### config.mk
export PLATFORM = sky130hd
export DESIGN_NAME = grid_word_search_top
export DESIGN_NICKNAME = d
export VERILOG_FILES = /design/src/hdl/gws_pkg.sv /design/src/hdl/grid_word_search_top.sv /design/src/hdl/gws_front.sv /design/src/hdl/gws_back.sv
export SDC_FILE = /design/constraint.sdc
export NUM_CORES = 2
export LEC_CHECK = 0
export BUFFER_PORTS_ARGS = -buffer_cell sky130_fd_sc_hd__buf_2
export CORE_MARGIN = 2
export CORE_UTILIZATION = 45
export CTS_CLUSTER_DIAMETER = 100
export DETAILED_ROUTE_END_ITERATION = 10
export GPL_ROUTABILITY_DRIVEN = 0
export HOLD_SLACK_MARGIN = 0.12
export PLACE_DENSITY = 0.66
export SYNTH_ARGS = -nofsm -noshare
export SYNTH_HDL_FRONTEND = slang
export SYNTH_SLANG_ARGS = --single-unit
### constraint.sdc
create_clock -name clk -period 12.77 [get_ports clk]
set_clock_uncertainty 0.05 [all_clocks]
set_input_delay 1.9155 -clock clk [delete_from_list [all_inputs] [get_ports clk]]
set_output_delay 1.9155 -clock clk [all_outputs]
set_load 0.01 [all_outputs]
### src/hdl/gws_pkg.sv
// Shared constants, types and helper functions for the grid word search block.
`timescale 1ns / 1ps

package gws_pkg;

  localparam int GRID_ROWS = 16;
  localparam int GRID_COLS = 16;
  localparam int MAX_WORD  = 16;

  localparam int ROW_W  = 4;
  localparam int COL_W  = 4;
  localparam int WIDX_W = 4;
  localparam int CHAR_W = 8;
  localparam int CFG_W  = 5;
  localparam int DIR_W  = 3;
  localparam int ADDR_W = $clog2(GRID_ROWS * GRID_COLS);
  localparam int WADDR_W = (MAX_WORD > 1) ? $clog2(MAX_WORD) : 1;
  localparam int LEN_W  = $clog2(MAX_WORD + 1);
  // Signed coordinate wide enough for -1 up to the grid size.
  localparam int COORD_W = $clog2(((GRID_ROWS > GRID_COLS) ? GRID_ROWS : GRID_COLS) + 1) + 1;

  localparam int IN_DATA_W  = 24;
  localparam int IN_USER_W  = 2;
  localparam int OUT_DATA_W = 16;
  localparam int CFG_IDX_W  = 2;

  localparam logic [DIR_W-1:0] DIR_LAST = 3'd7;

  typedef enum logic [1:0] {
    OP_GRID_WR = 2'd0,
    OP_WORD_WR = 2'd1,
    OP_QUERY   = 2'd2,
    OP_UNUSED  = 2'd3
  } gws_op_t;

  typedef enum logic [1:0] {
    REG_ROWS = 2'd0,
    REG_COLS = 2'd1,
    REG_LEN  = 2'd2,
    REG_NONE = 2'd3
  } gws_reg_t;

  typedef enum logic [1:0] {
    KIND_GRID  = 2'd0,
    KIND_WORD  = 2'd1,
    KIND_QUERY = 2'd2
  } gws_kind_t;

  typedef enum logic [2:0] {
    ST_IDLE,
    ST_START,
    ST_SETUP,
    ST_READ,
    ST_CMP,
    ST_DONE
  } gws_state_t;

  typedef struct packed {
    gws_kind_t         kind;
    logic [ROW_W-1:0]  row;
    logic [COL_W-1:0]  col;
    logic [WIDX_W-1:0] widx;
    logic [CHAR_W-1:0] ch;
  } gws_item_t;

  typedef struct packed {
    logic [CFG_W-1:0] rows;
    logic [CFG_W-1:0] cols;
    logic [CFG_W-1:0] len;
  } gws_cfg_t;

  function automatic logic signed [COORD_W-1:0] step_row(input logic [DIR_W-1:0] d);
    logic signed [COORD_W-1:0] s;
    case (d)
      3'd0, 3'd3, 3'd5: s = -COORD_W'(1);
      3'd2, 3'd4, 3'd7: s = COORD_W'(1);
      default:          s = '0;
    endcase
    return s;
  endfunction

  function automatic logic signed [COORD_W-1:0] step_col(input logic [DIR_W-1:0] d);
    logic signed [COORD_W-1:0] s;
    case (d)
      3'd0, 3'd1, 3'd2: s = -COORD_W'(1);
      3'd5, 3'd6, 3'd7: s = COORD_W'(1);
      default:          s = '0;
    endcase
    return s;
  endfunction

endpackage

### src/hdl/grid_word_search_top.sv
// Top level of the grid word search block: configuration registers and the two halves.
`timescale 1ns / 1ps

// Grid word search. Requests load a 16 x 16 byte grid and a word of up to 16 bytes, or
// query a start cell; a query returns whether the word reads from that cell in one of
// eight directions, tried in fixed order, and the first direction that matches. A load
// is written when it is popped and gives no result. A query whose start cell does not
// match goes through the pop with the start cell read, the check and the result load.
// Otherwise each direction tried takes a setup step, a read and a compare step per
// character and one more read step when it stops at the grid edge or on a full match;
// the separate read and compare steps are set by the single read port of the grid
// memory and its registered read data. The result load waits while an earlier result
// is still held. A two-entry request queue lets new requests be taken while a search
// runs, and the result register lets the engine go on while a result waits.
// Configuration is taken in any cycle and must only be written while the block is idle.

module grid_word_search_top
  import gws_pkg::*;
(
  input  logic                  clk,
  input  logic                  rst_n,
  // in_tdata: row[3:0], col[7:4], word_index[11:8], char_value[19:12], zeros[23:20]
  input  logic                  in_tvalid,
  output logic                  in_tready,
  input  logic [IN_DATA_W-1:0]  in_tdata,
  // in_tuser: opcode[1:0]
  input  logic [IN_USER_W-1:0]  in_tuser,
  // out_tdata: start_row[3:0], start_col[7:4], found[8], direction[11:9], zeros[15:12]
  output logic                  out_tvalid,
  input  logic                  out_tready,
  output logic [OUT_DATA_W-1:0] out_tdata,
  input  logic                  cfg_valid,
  output logic                  cfg_ready,
  input  logic [CFG_IDX_W-1:0]  cfg_index,
  input  logic [CFG_W-1:0]      cfg_data
);

  gws_cfg_t  cfg_r, cfg_nxt;
  logic      q_valid;
  gws_item_t q_item;
  logic      q_pop;

  assign cfg_ready = 1'b1;

  always_comb begin
    cfg_nxt = cfg_r;
    if (cfg_valid) begin
      case (gws_reg_t'(cfg_index))
        REG_ROWS: cfg_nxt.rows = cfg_data;
        REG_COLS: cfg_nxt.cols = cfg_data;
        REG_LEN:  cfg_nxt.len  = cfg_data;
        default:  ;
      endcase
    end
  end

  always_ff @(posedge clk) begin
    if (!rst_n) begin
      cfg_r.rows <= CFG_W'(16);
      cfg_r.cols <= CFG_W'(16);
      cfg_r.len  <= CFG_W'(1);
    end else begin
      cfg_r <= cfg_nxt;
    end
  end

  gws_front u_front (
    .clk       (clk),
    .rst_n     (rst_n),
    .in_tvalid (in_tvalid),
    .in_tready (in_tready),
    .in_tdata  (in_tdata),
    .in_tuser  (in_tuser),
    .q_valid   (q_valid),
    .q_item    (q_item),
    .q_pop     (q_pop)
  );

  gws_back u_back (
    .clk        (clk),
    .rst_n      (rst_n),
    .cfg        (cfg_r),
    .q_valid    (q_valid),
    .q_item     (q_item),
    .q_pop      (q_pop),
    .out_tvalid (out_tvalid),
    .out_tready (out_tready),
    .out_tdata  (out_tdata)
  );

endmodule

### src/hdl/gws_front.sv
// Front end: accepts input requests, decodes them and queues the useful ones.
`timescale 1ns / 1ps

module gws_front
  import gws_pkg::*;
(
  input  logic                 clk,
  input  logic                 rst_n,
  input  logic                 in_tvalid,
  output logic                 in_tready,
  input  logic [IN_DATA_W-1:0] in_tdata,
  input  logic [IN_USER_W-1:0] in_tuser,
  output logic                 q_valid,
  output gws_item_t            q_item,
  input  logic                 q_pop
);

  gws_item_t   entry_r [2];
  logic        wr_ptr_r, wr_ptr_nxt;
  logic        rd_ptr_r, rd_ptr_nxt;
  logic [1:0]  count_r, count_nxt;

  gws_op_t     op;
  gws_item_t   item;
  logic        keep;
  logic        push;

  always_comb begin
    op        = gws_op_t'(in_tuser);
    item.row  = in_tdata[3:0];
    item.col  = in_tdata[7:4];
    item.widx = in_tdata[11:8];
    item.ch   = in_tdata[19:12];
    item.kind = KIND_QUERY;
    keep      = 1'b0;
    case (op)
      OP_GRID_WR: begin
        item.kind = KIND_GRID;
        keep = (32'(item.row) < GRID_ROWS) && (32'(item.col) < GRID_COLS);
      end
      OP_WORD_WR: begin
        item.kind = KIND_WORD;
        keep = 32'(item.widx) < MAX_WORD;
      end
      OP_QUERY: begin
        item.kind = KIND_QUERY;
        keep = 1'b1;
      end
      default: keep = 1'b0;
    endcase
  end

  assign in_tready = (count_r != 2'd2);
  assign push      = in_tvalid && in_tready && keep;
  assign q_valid   = (count_r != 2'd0);
  assign q_item    = entry_r[rd_ptr_r];

  always_comb begin
    wr_ptr_nxt = wr_ptr_r ^ push;
    rd_ptr_nxt = rd_ptr_r ^ q_pop;
    count_nxt  = count_r + 2'(push) - 2'(q_pop);
  end

  always_ff @(posedge clk) begin
    if (!rst_n) begin
      wr_ptr_r <= 1'b0;
      rd_ptr_r <= 1'b0;
      count_r  <= 2'd0;
    end else begin
      wr_ptr_r <= wr_ptr_nxt;
      rd_ptr_r <= rd_ptr_nxt;
      count_r  <= count_nxt;
    end
  end

  always_ff @(posedge clk) begin
    if (push) begin
      entry_r[wr_ptr_r] <= item;
    end
  end

endmodule

### src/hdl/gws_back.sv
// Back end: grid and word stores, the search sequencer and the result register.
`timescale 1ns / 1ps

module gws_back
  import gws_pkg::*;
(
  input  logic                  clk,
  input  logic                  rst_n,
  input  gws_cfg_t              cfg,
  input  logic                  q_valid,
  input  gws_item_t             q_item,
  output logic                  q_pop,
  output logic                  out_tvalid,
  input  logic                  out_tready,
  output logic [OUT_DATA_W-1:0] out_tdata
);

  logic [CHAR_W-1:0] grid_mem [GRID_ROWS*GRID_COLS];
  logic [CHAR_W-1:0] word_r [MAX_WORD];
  logic [CHAR_W-1:0] rd_data_r;

  gws_state_t                state_r, state_nxt;
  logic [ROW_W-1:0]          row_r, row_nxt;
  logic [COL_W-1:0]          col_r, col_nxt;
  logic [DIR_W-1:0]          dir_r, dir_nxt;
  logic signed [COORD_W-1:0] r_r, r_nxt;
  logic signed [COORD_W-1:0] c_r, c_nxt;
  logic [LEN_W-1:0]          j_r, j_nxt;
  logic                      found_r, found_nxt;
  logic                      out_valid_r, out_valid_nxt;
  logic [OUT_DATA_W-1:0]     out_data_r, out_data_nxt;

  logic                      mem_we, mem_re, word_we;
  logic [ADDR_W-1:0]         mem_waddr, mem_raddr;

  logic [CFG_W-1:0]          nrows, ncols, len;
  logic                      start_in, step_in;
  logic [ADDR_W-1:0]         start_addr, step_addr;

  // Used sizes above the store act as the store size.
  always_comb begin
    nrows = (32'(cfg.rows) > GRID_ROWS) ? CFG_W'(GRID_ROWS) : cfg.rows;
    ncols = (32'(cfg.cols) > GRID_COLS) ? CFG_W'(GRID_COLS) : cfg.cols;
    len   = (32'(cfg.len)  > MAX_WORD)  ? CFG_W'(MAX_WORD)  : cfg.len;
  end

  always_comb begin
    start_in   = (CFG_W'(row_r) < nrows) && (CFG_W'(col_r) < ncols) && (len != '0);
    step_in    = !r_r[COORD_W-1] && !c_r[COORD_W-1] &&
                 (CFG_W'(r_r) < nrows) && (CFG_W'(c_r) < ncols);
    start_addr = ADDR_W'(row_r) * ADDR_W'(GRID_COLS) + ADDR_W'(col_r);
    step_addr  = ADDR_W'(r_r) * ADDR_W'(GRID_COLS) + ADDR_W'(c_r);
    mem_waddr  = ADDR_W'(q_item.row) * ADDR_W'(GRID_COLS) + ADDR_W'(q_item.col);
  end

  always_comb begin
    state_nxt     = state_r;
    row_nxt       = row_r;
    col_nxt       = col_r;
    dir_nxt       = dir_r;
    r_nxt         = r_r;
    c_nxt         = c_r;
    j_nxt         = j_r;
    found_nxt     = found_r;
    out_valid_nxt = out_valid_r && !out_tready;
    out_data_nxt  = out_data_r;
    q_pop         = 1'b0;
    mem_we        = 1'b0;
    mem_re        = 1'b0;
    mem_raddr     = start_addr;
    word_we       = 1'b0;

    case (state_r)
      ST_IDLE: begin
        if (q_valid) begin
          q_pop = 1'b1;
          case (q_item.kind)
            KIND_GRID: mem_we = 1'b1;
            KIND_WORD: word_we = 1'b1;
            KIND_QUERY: begin
              row_nxt   = q_item.row;
              col_nxt   = q_item.col;
              mem_re    = 1'b1;
              mem_raddr = mem_waddr;
              state_nxt = ST_START;
            end
            default: ;
          endcase
        end
      end
      ST_START: begin
        dir_nxt = '0;
        if (start_in && rd_data_r == word_r[0]) begin
          state_nxt = ST_SETUP;
        end else begin
          found_nxt = 1'b0;
          state_nxt = ST_DONE;
        end
      end
      ST_SETUP: begin
        r_nxt     = $signed(COORD_W'(row_r)) + step_row(dir_r);
        c_nxt     = $signed(COORD_W'(col_r)) + step_col(dir_r);
        j_nxt     = LEN_W'(1);
        state_nxt = ST_READ;
      end
      ST_READ: begin
        if (CFG_W'(j_r) == len) begin
          found_nxt = 1'b1;
          state_nxt = ST_DONE;
        end else if (step_in) begin
          mem_re    = 1'b1;
          mem_raddr = step_addr;
          state_nxt = ST_CMP;
        end else if (dir_r == DIR_LAST) begin
          found_nxt = 1'b0;
          dir_nxt   = '0;
          state_nxt = ST_DONE;
        end else begin
          dir_nxt   = dir_r + DIR_W'(1);
          state_nxt = ST_SETUP;
        end
      end
      ST_CMP: begin
        if (rd_data_r == word_r[j_r[WADDR_W-1:0]]) begin
          j_nxt     = j_r + LEN_W'(1);
          r_nxt     = r_r + step_row(dir_r);
          c_nxt     = c_r + step_col(dir_r);
          state_nxt = ST_READ;
        end else if (dir_r == DIR_LAST) begin
          found_nxt = 1'b0;
          dir_nxt   = '0;
          state_nxt = ST_DONE;
        end else begin
          dir_nxt   = dir_r + DIR_W'(1);
          state_nxt = ST_SETUP;
        end
      end
      ST_DONE: begin
        if (!out_valid_r || out_tready) begin
          out_valid_nxt = 1'b1;
          out_data_nxt  = {4'b0000, dir_r, found_r, col_r, row_r};
          state_nxt     = ST_IDLE;
        end
      end
      default: state_nxt = ST_IDLE;
    endcase
  end

  always_ff @(posedge clk) begin
    if (!rst_n) begin
      state_r     <= ST_IDLE;
      out_valid_r <= 1'b0;
    end else begin
      state_r     <= state_nxt;
      out_valid_r <= out_valid_nxt;
    end
  end

  always_ff @(posedge clk) begin
    row_r      <= row_nxt;
    col_r      <= col_nxt;
    dir_r      <= dir_nxt;
    r_r        <= r_nxt;
    c_r        <= c_nxt;
    j_r        <= j_nxt;
    found_r    <= found_nxt;
    out_data_r <= out_data_nxt;
  end

  always_ff @(posedge clk) begin
    if (mem_we) begin
      grid_mem[mem_waddr] <= q_item.ch;
    end
    if (mem_re) begin
      rd_data_r <= grid_mem[mem_raddr];
    end
  end

  always_ff @(posedge clk) begin
    if (word_we) begin
      word_r[q_item.widx[WADDR_W-1:0]] <= q_item.ch;
    end
  end

  assign out_tvalid = out_valid_r;
  assign out_tdata  = out_data_r;

endmodule

After elaboration in Yosys (flattened, before gate mapping):

Memories as Yosys holds them, arrays and structs flattened. A register that Yosys moved wholly into a read port is not among the register bits.
Index checks and enable logic that the tools add are counted.

* output and inout port bits: 19
* input bits: 38
* memory bits (writable): 2220
* register bits after elaboration: 64
* memories: 3
* word-level logic and storage cells: 174

* equal/unequal tests: 31
* bitwise operators: 2
* add/sub/neg operators: 11
* multiplexer cells: 67
* reductions and logical operators: 37
* $lt $le $gt $ge: 7

Memory list
* u_back.grid_mem: words 256, width 8, rd ports 1, clocked after memory_dff 1, wr ports 1, RTL line gws_back.sv:18 `logic [CHAR_W-1:0] grid_mem [GRID_ROWS*GRID_COLS];`
* u_back.word_r: words 16, width 8, rd ports 2, clocked after memory_dff 1, wr ports 1, RTL line gws_back.sv:19 `logic [CHAR_W-1:0] word_r [MAX_WORD];`
* u_front.entry_r: words 2, width 22, rd ports 1, clocked after memory_dff 1, wr ports 1, RTL line gws_front.sv:18 `gws_item_t entry_r [2];`

Operator list (number)
* 6-bit two-way mux: 8
* 6-bit one-hot mux with 2 select lines: 4
* 3-bit two-way mux: 12
* 8-bit two-way mux: 4
* 1-bit two-way mux: 27
* 5-bit two-way mux: 4
* 3-bit == test (second input constant): 6
* 3-bit one-hot mux with 6 select lines: 1
* 8-bit by 4-bit adder with 8-bit output: 2
* 8-bit == test: 2
* 8-bit one-hot mux with 2 select lines: 1
* 5-bit greater-than comparator (second input constant): 3
* 3-bit OR reduction: 5
* 2-bit != test (second input constant): 7
* 5-bit by 6-bit adder with 6-bit output: 2
* 6-bit adder: 2
* 3-bit by 2-bit == test with 1-bit output (second input constant): 4
* 4-bit by 5-bit less-than comparator with 1-bit output: 2
* 5-bit less-than comparator: 2
* 5-bit one-hot mux with 2 select lines: 1
* 2-bit AND reduction: 5
* 1-bit logical AND: 9
* 3-bit one-hot mux with 3 select lines: 1
* 8-bit by 6-bit adder with 8-bit output: 1
* 24 further kinds: 40

Depth between registers and ports, before layout:

* depth in word-level cells: 8
* depth in mapped cells: 21
* gate-level depth less buffers: 15

Cells and area by module:

Synthesis repeated with hierarchy kept, for this count alone.

* cells, all modules: 6506
* area total of the unflattened synthesis: 92845.3 um2

By module, submodules not included
* gws_back: sequential area each 66974.2 um2, instances 1, cells each 6349, area each 90386.7 um2
* gws_front: sequential area each 1421.4 um2, instances 1, cells each 96, area each 1861.8 um2
* grid_word_search_top: sequential area each 300.3 um2, instances 1, cells each 61, area each 596.8 um2

Worst setup path before layout:

Ideal clock, no wire load.

* kind: register to register
* from: register cfg_r[14] in the netlist's numbering
* to: register u_back.rd_data_r[4], read port of u_back.grid_mem (data pin)
* required time: 12.445 ns
* cell stages (with the launch flop): 17
* path buffers: 4
* arrival time: 3.929 ns
* period minus slack after synthesis: 4.254 ns
* library setup time: 0.275 ns
* slack: 8.516 ns
* cell sequence: dfxtp_1 inv_1 ha_1 or4_4 a221oi_4 nand3_4 or4_1 a31oi_1 buf_2 buf_4 buf_2 buf_4 mux4_2 a22oi_1 nand4_1 a2111oi_2 nand4_1

* longest elaborated chain between the ends: 8
* elaborated cells on any way between the ends: 11
* classes of those cells: order compare (2); mux (7); reduce/logical (2)

Ends and longest elaborated chain
* from (decl): RTL line grid_word_search_top.sv:38 `gws_cfg_t cfg_r, cfg_nxt;`
* from (signal assigned): RTL line grid_word_search_top.sv:63 `cfg_r <= cfg_nxt;`
* 5-bit greater-than comparator: RTL line gws_back.sv:42 `nrows = (32'(cfg.rows) > GRID_ROWS) ? CFG_W'(GRID_ROWS) : cfg.rows;`
* 5-bit two-way mux (*): RTL line gws_back.sv:42
* 5-bit less-than comparator (*): RTL line gws_back.sv:50 `(CFG_W'(r_r) < nrows) && (CFG_W'(c_r) < ncols);`
* 1-bit logical AND (*): RTL line gws_back.sv:49 `step_in = !r_r[COORD_W-1] && !c_r[COORD_W-1] &&`
* 1-bit logical AND (*): RTL line gws_back.sv:50
* 8-bit two-way mux / 1-bit two-way mux (equally long branches): RTL line gws_back.sv:110 `end else if (step_in) begin`
* 8-bit two-way mux / 1-bit two-way mux (equally long branches): RTL line gws_back.sv:107 `if (CFG_W'(j_r) == len) begin`
* 8-bit one-hot mux with 2 select lines / 1-bit one-hot mux with 2 select lines (equally long branches): RTL line gws_back.sv:73 `case (state_r)`
* to (decl): RTL line gws_back.sv:20 `logic [CHAR_W-1:0] rd_data_r;`

Every way passes the cells marked *; elsewhere a longest branch is shown, timed or not.
A chain may end at the register's enable or synchronous reset.

Worst setup path after layout:

* from: register u_back.state_r[2]
* to: register u_back.rd_data_r[3], read port of u_back.grid_mem (data pin)

* longest elaborated chain between the ends: 2
* elaborated cells on any way between the ends: 4
* classes of those cells: eq/ne (1); mux (2); reduce/logical (1)

Ends and longest elaborated chain
* from (decl): RTL line gws_back.sv:22 `gws_state_t state_r, state_nxt;`
* from (signal assigned): RTL line gws_back.sv:154 `state_r <= state_nxt;`
* 3-bit by 2-bit == test with 1-bit output / 3-bit zero test (equally long branches): RTL line gws_back.sv:73
* 8-bit one-hot mux with 2 select lines / 1-bit one-hot mux with 2 select lines (equally long branches): RTL line gws_back.sv:73

Parallel ways exist; a longest one is shown, timed or not.

==> out/metrics.csv <==
metric,value,unit
ys_ff_latch,2297,
grt_max_degree,129,
ir_worst_vdd,0.216,mV
drt_iter0_markers,8654,
synth_area_per_cell,14.5,µm²
port_buffers,47,
cap_violations,0,
crit_family,simple AND/OR/NAND/NOR gates,
status,completed,
switching_share,0.368,
finalHoldViolations,0,
internal_power,0.0145,W
dp_hpwl,158,mm
clk_latency,870,ps
combPwrFrac,0.326,
syn-instance-count,6322,
cts_hold_buf,0,
powerDensity,224,mW/mm²
critPathRequiredTime,13290,ps
path_cells,or3_1 -> nor2_1 -> nand2_1 -> inv_1 -> a41oi_1 -> buf_4 -> a221o_4 -> buf_4 -> nor2_4 -> buf_4 -> a32oi_1 -> and3_1 -> a31oi_1 -> o211ai_1 -> nor4_1 -> nand4_1,
fin_crit,7030,ps
antenna_found_initial,12,
power.share.clock,0.282,
final_area,0.102,mm²
first_pass_iters,6,
clk_pin_slew_worst_paths,60,ps
start_util,0.454,
dieArea,0.208,mm²
cp_slowest_stage_delay,720,ps
cts_buffer_depth,3,
crit_path_top_delay_cell,nor2_4,
groute.usage.overall,0.255,
crit_buf_inv,4,
cts_tree,built,
rows,165,
fin_tns_setup,0,ps
core_area,0.203,mm²
fin_nets,6418,
placed_cell_area,0.0950,mm²
max_freq,142,MHz
criticalPathCategory,flop to flop,
wl_per_cell,29.4,µm
hp-class,flop to flop,
switchingPower,0.00842,W
vias,56800,
drc,0,
syn2layout_area_growth,11.1,%
crit_fanout,31,
utilization,0.504,
final-setup-viol-count,0,
grt_pass1_vias,54000,
yosys.cell_types.count,80,
drive_above_1_share,0.100,
synth_flop_cell,edfxtp_1,
rsz0062_at_grt,no,
crit_arrival,7550,ps
final_common_cell,edfxtp_1,
fill_cells,16600,
leakagePower,33.2,nW
postCtsSetupRepairBufs,0,
relSlewSlack,0.0359,
timing.final.ws_setup,5740,ps
antenna_left,0,
post_cts_resized,0,
ios,57,
die_h,456,µm
die_x,456,µm
cts_buffers,223,
slew_violations,0,
worst_pin_slew,1430,ps
critPathMostFrequentCell,buf_4,
min_period_over_period,0.550,
clkSinkCount,2297,
cts_root_buffer,clkbuf_16,
final_cell_mix,"edfxtp_1 (2269), nand2_1 (1373), nand3_1 (448), nor2_1 (364), clkbuf_16 (224)",
async_flop_share,0,
total_power,0.0229,W
synth_edf_count,2269,
cts-htree-levels,4,
crit_path_end_kind,flop,
grt_pass1_wl,386,mm
sequentialPowerShare,0.392,
wirelength,271,mm
synth_area,0.0920,mm²
ys_warn_count,0,
vias_per_cell,6.18,
overflow,0,
synth-seq-area-share,0.747,
crit_path_start_kind,flop,
dp_slack,5760,ps
==> per-layer routing <==
| metal | routed length [µm] | GRT usage |
|---|---|---|
| met4 | 14000 | 0.122 |
| met5 | 80 | 0 |
| met2 | 122000 | 0.385 |
| met1 | 101000 | 0.343 |
| met3 | 33800 | 0.0687 |
==> tightest hold or removal path: cells and delay by family (launching register included) <==
| family | cells | cell delay (ps) |
|---|---|---|
| DFF | 1 | 330 |
| muxes | 1 | 70 |
| and+or+nand+nor | 1 | 100 |
==> stage by stage <==
| step | hold slack (ps) | std cells |
|---|---|---|
| floorplan | 376 | 6325 |
| global placement | 458 | 8786 |
| detailed placement | 465 | 8786 |
| CTS | 487 | 9199 |
| global route | 495 | 9200 |
| finish | 489 | 9203 |
==> cell families after synthesis <==
logic type / after synthesis / share of synthesized area
AND/OR/NAND/NOR: 2490 / 0.116
flip-flops: 2297 / 0.747
AO/OA/AOI/OAI: 721 / 0.0540
buffers and inverters: 429 / 0.0217
multiplexers: 305 / 0.0517
adder cells (fa/ha/maj): 41 / 0.00582
XOR/XNOR: 37 / 0.00352
other: 2 / 0.0000817
==> power by group through the flow <==
stage	logic, W	clock network [W]	registers [W]
4_1_cts	0.00731	0.00648	0.00897
5_1_grt	0.00781	0.00676	0.00898
6_report	0.00746	0.00645	0.00897
2_1_floorplan	0.00453	0	0.00913
3_3_place_gp	0.00718	0	0.00912
3_5_place_dp	0.00728	0	0.00913
==> synthesized netlist by cell type, types with 15 or more instances <==
cell type	n	area (µm²)
nand2_1	1374	5160
nor2_1	375	1410
mux2_2	19	214
dfxtp_1	28	561
nor2b_1	23	144
ha_1	38	475
edfxtp_1	2269	68100
a311oi_1	15	131
a21o_1	15	113
mux2i_1	152	1520
o21ai_0	48	240
nor4_1	17	106
nor3_1	32	160
a31oi_1	123	769
a32oi_1	77	674
buf_4	23	173
nand3_1	448	2240
a221oi_1	17	149
mux4_2	134	3020
inv_1	46	173
nand4_1	114	713
a21oi_1	177	886
xnor2_1	31	272
o22ai_1	24	150
clkbuf_1	137	514
buf_1	46	173
a22oi_1	104	781
a211oi_1	29	218
buf_2	164	821
and3_1	40	250
==> state kept, by name (all words and copies together), names as in the netlist, 5 cells and up, named ones only <==
name	count
u_back.grid_mem	2048
u_back.word_r	128
u_back.out_tdata	12
u_front.entry_r	44
u_back.c_r	6
u_back.r_r	6
u_back.rd_data_r	8
cfg_r	15
u_back.j_r	5
==> worst paths after layout <==
| check | start | endpoint | slack [ps] | cells past startpoint |
|---|---|---|---|---|
| worst min register to register | cfg_r[7]$_SDFFE_PN0P_ | cfg_r[7]$_SDFFE_PN0P_ | 490 | 2 |
| worst max-delay path | u_back.state_r[2]$_SDFFE_PN0P_ | u_back.rd_data_r[3]$_DFFE_PP_ | 5740 | 16 |
| worst min-delay path | cfg_r[7]$_SDFFE_PN0P_ | cfg_r[7]$_SDFFE_PN0P_ | 490 | 2 |
| worst max register to register | u_back.state_r[2]$_SDFFE_PN0P_ | u_back.rd_data_r[3]$_DFFE_PP_ | 5740 | 16 |
==> area by class of cell <==
type	count	area, µm²	area share
sequential	2297	68700	0.673
multi-input combinational	3599	21500	0.211
clock buffer	274	5810	0.0569
tap	2672	3340	0.0327
timing repair buffer	172	1270	0.0125
clock inverter	139	1270	0.0124
inverter	46	173	0.00169
antenna	4	10.0	0.0000980
(Power assumes the default switching activity.)
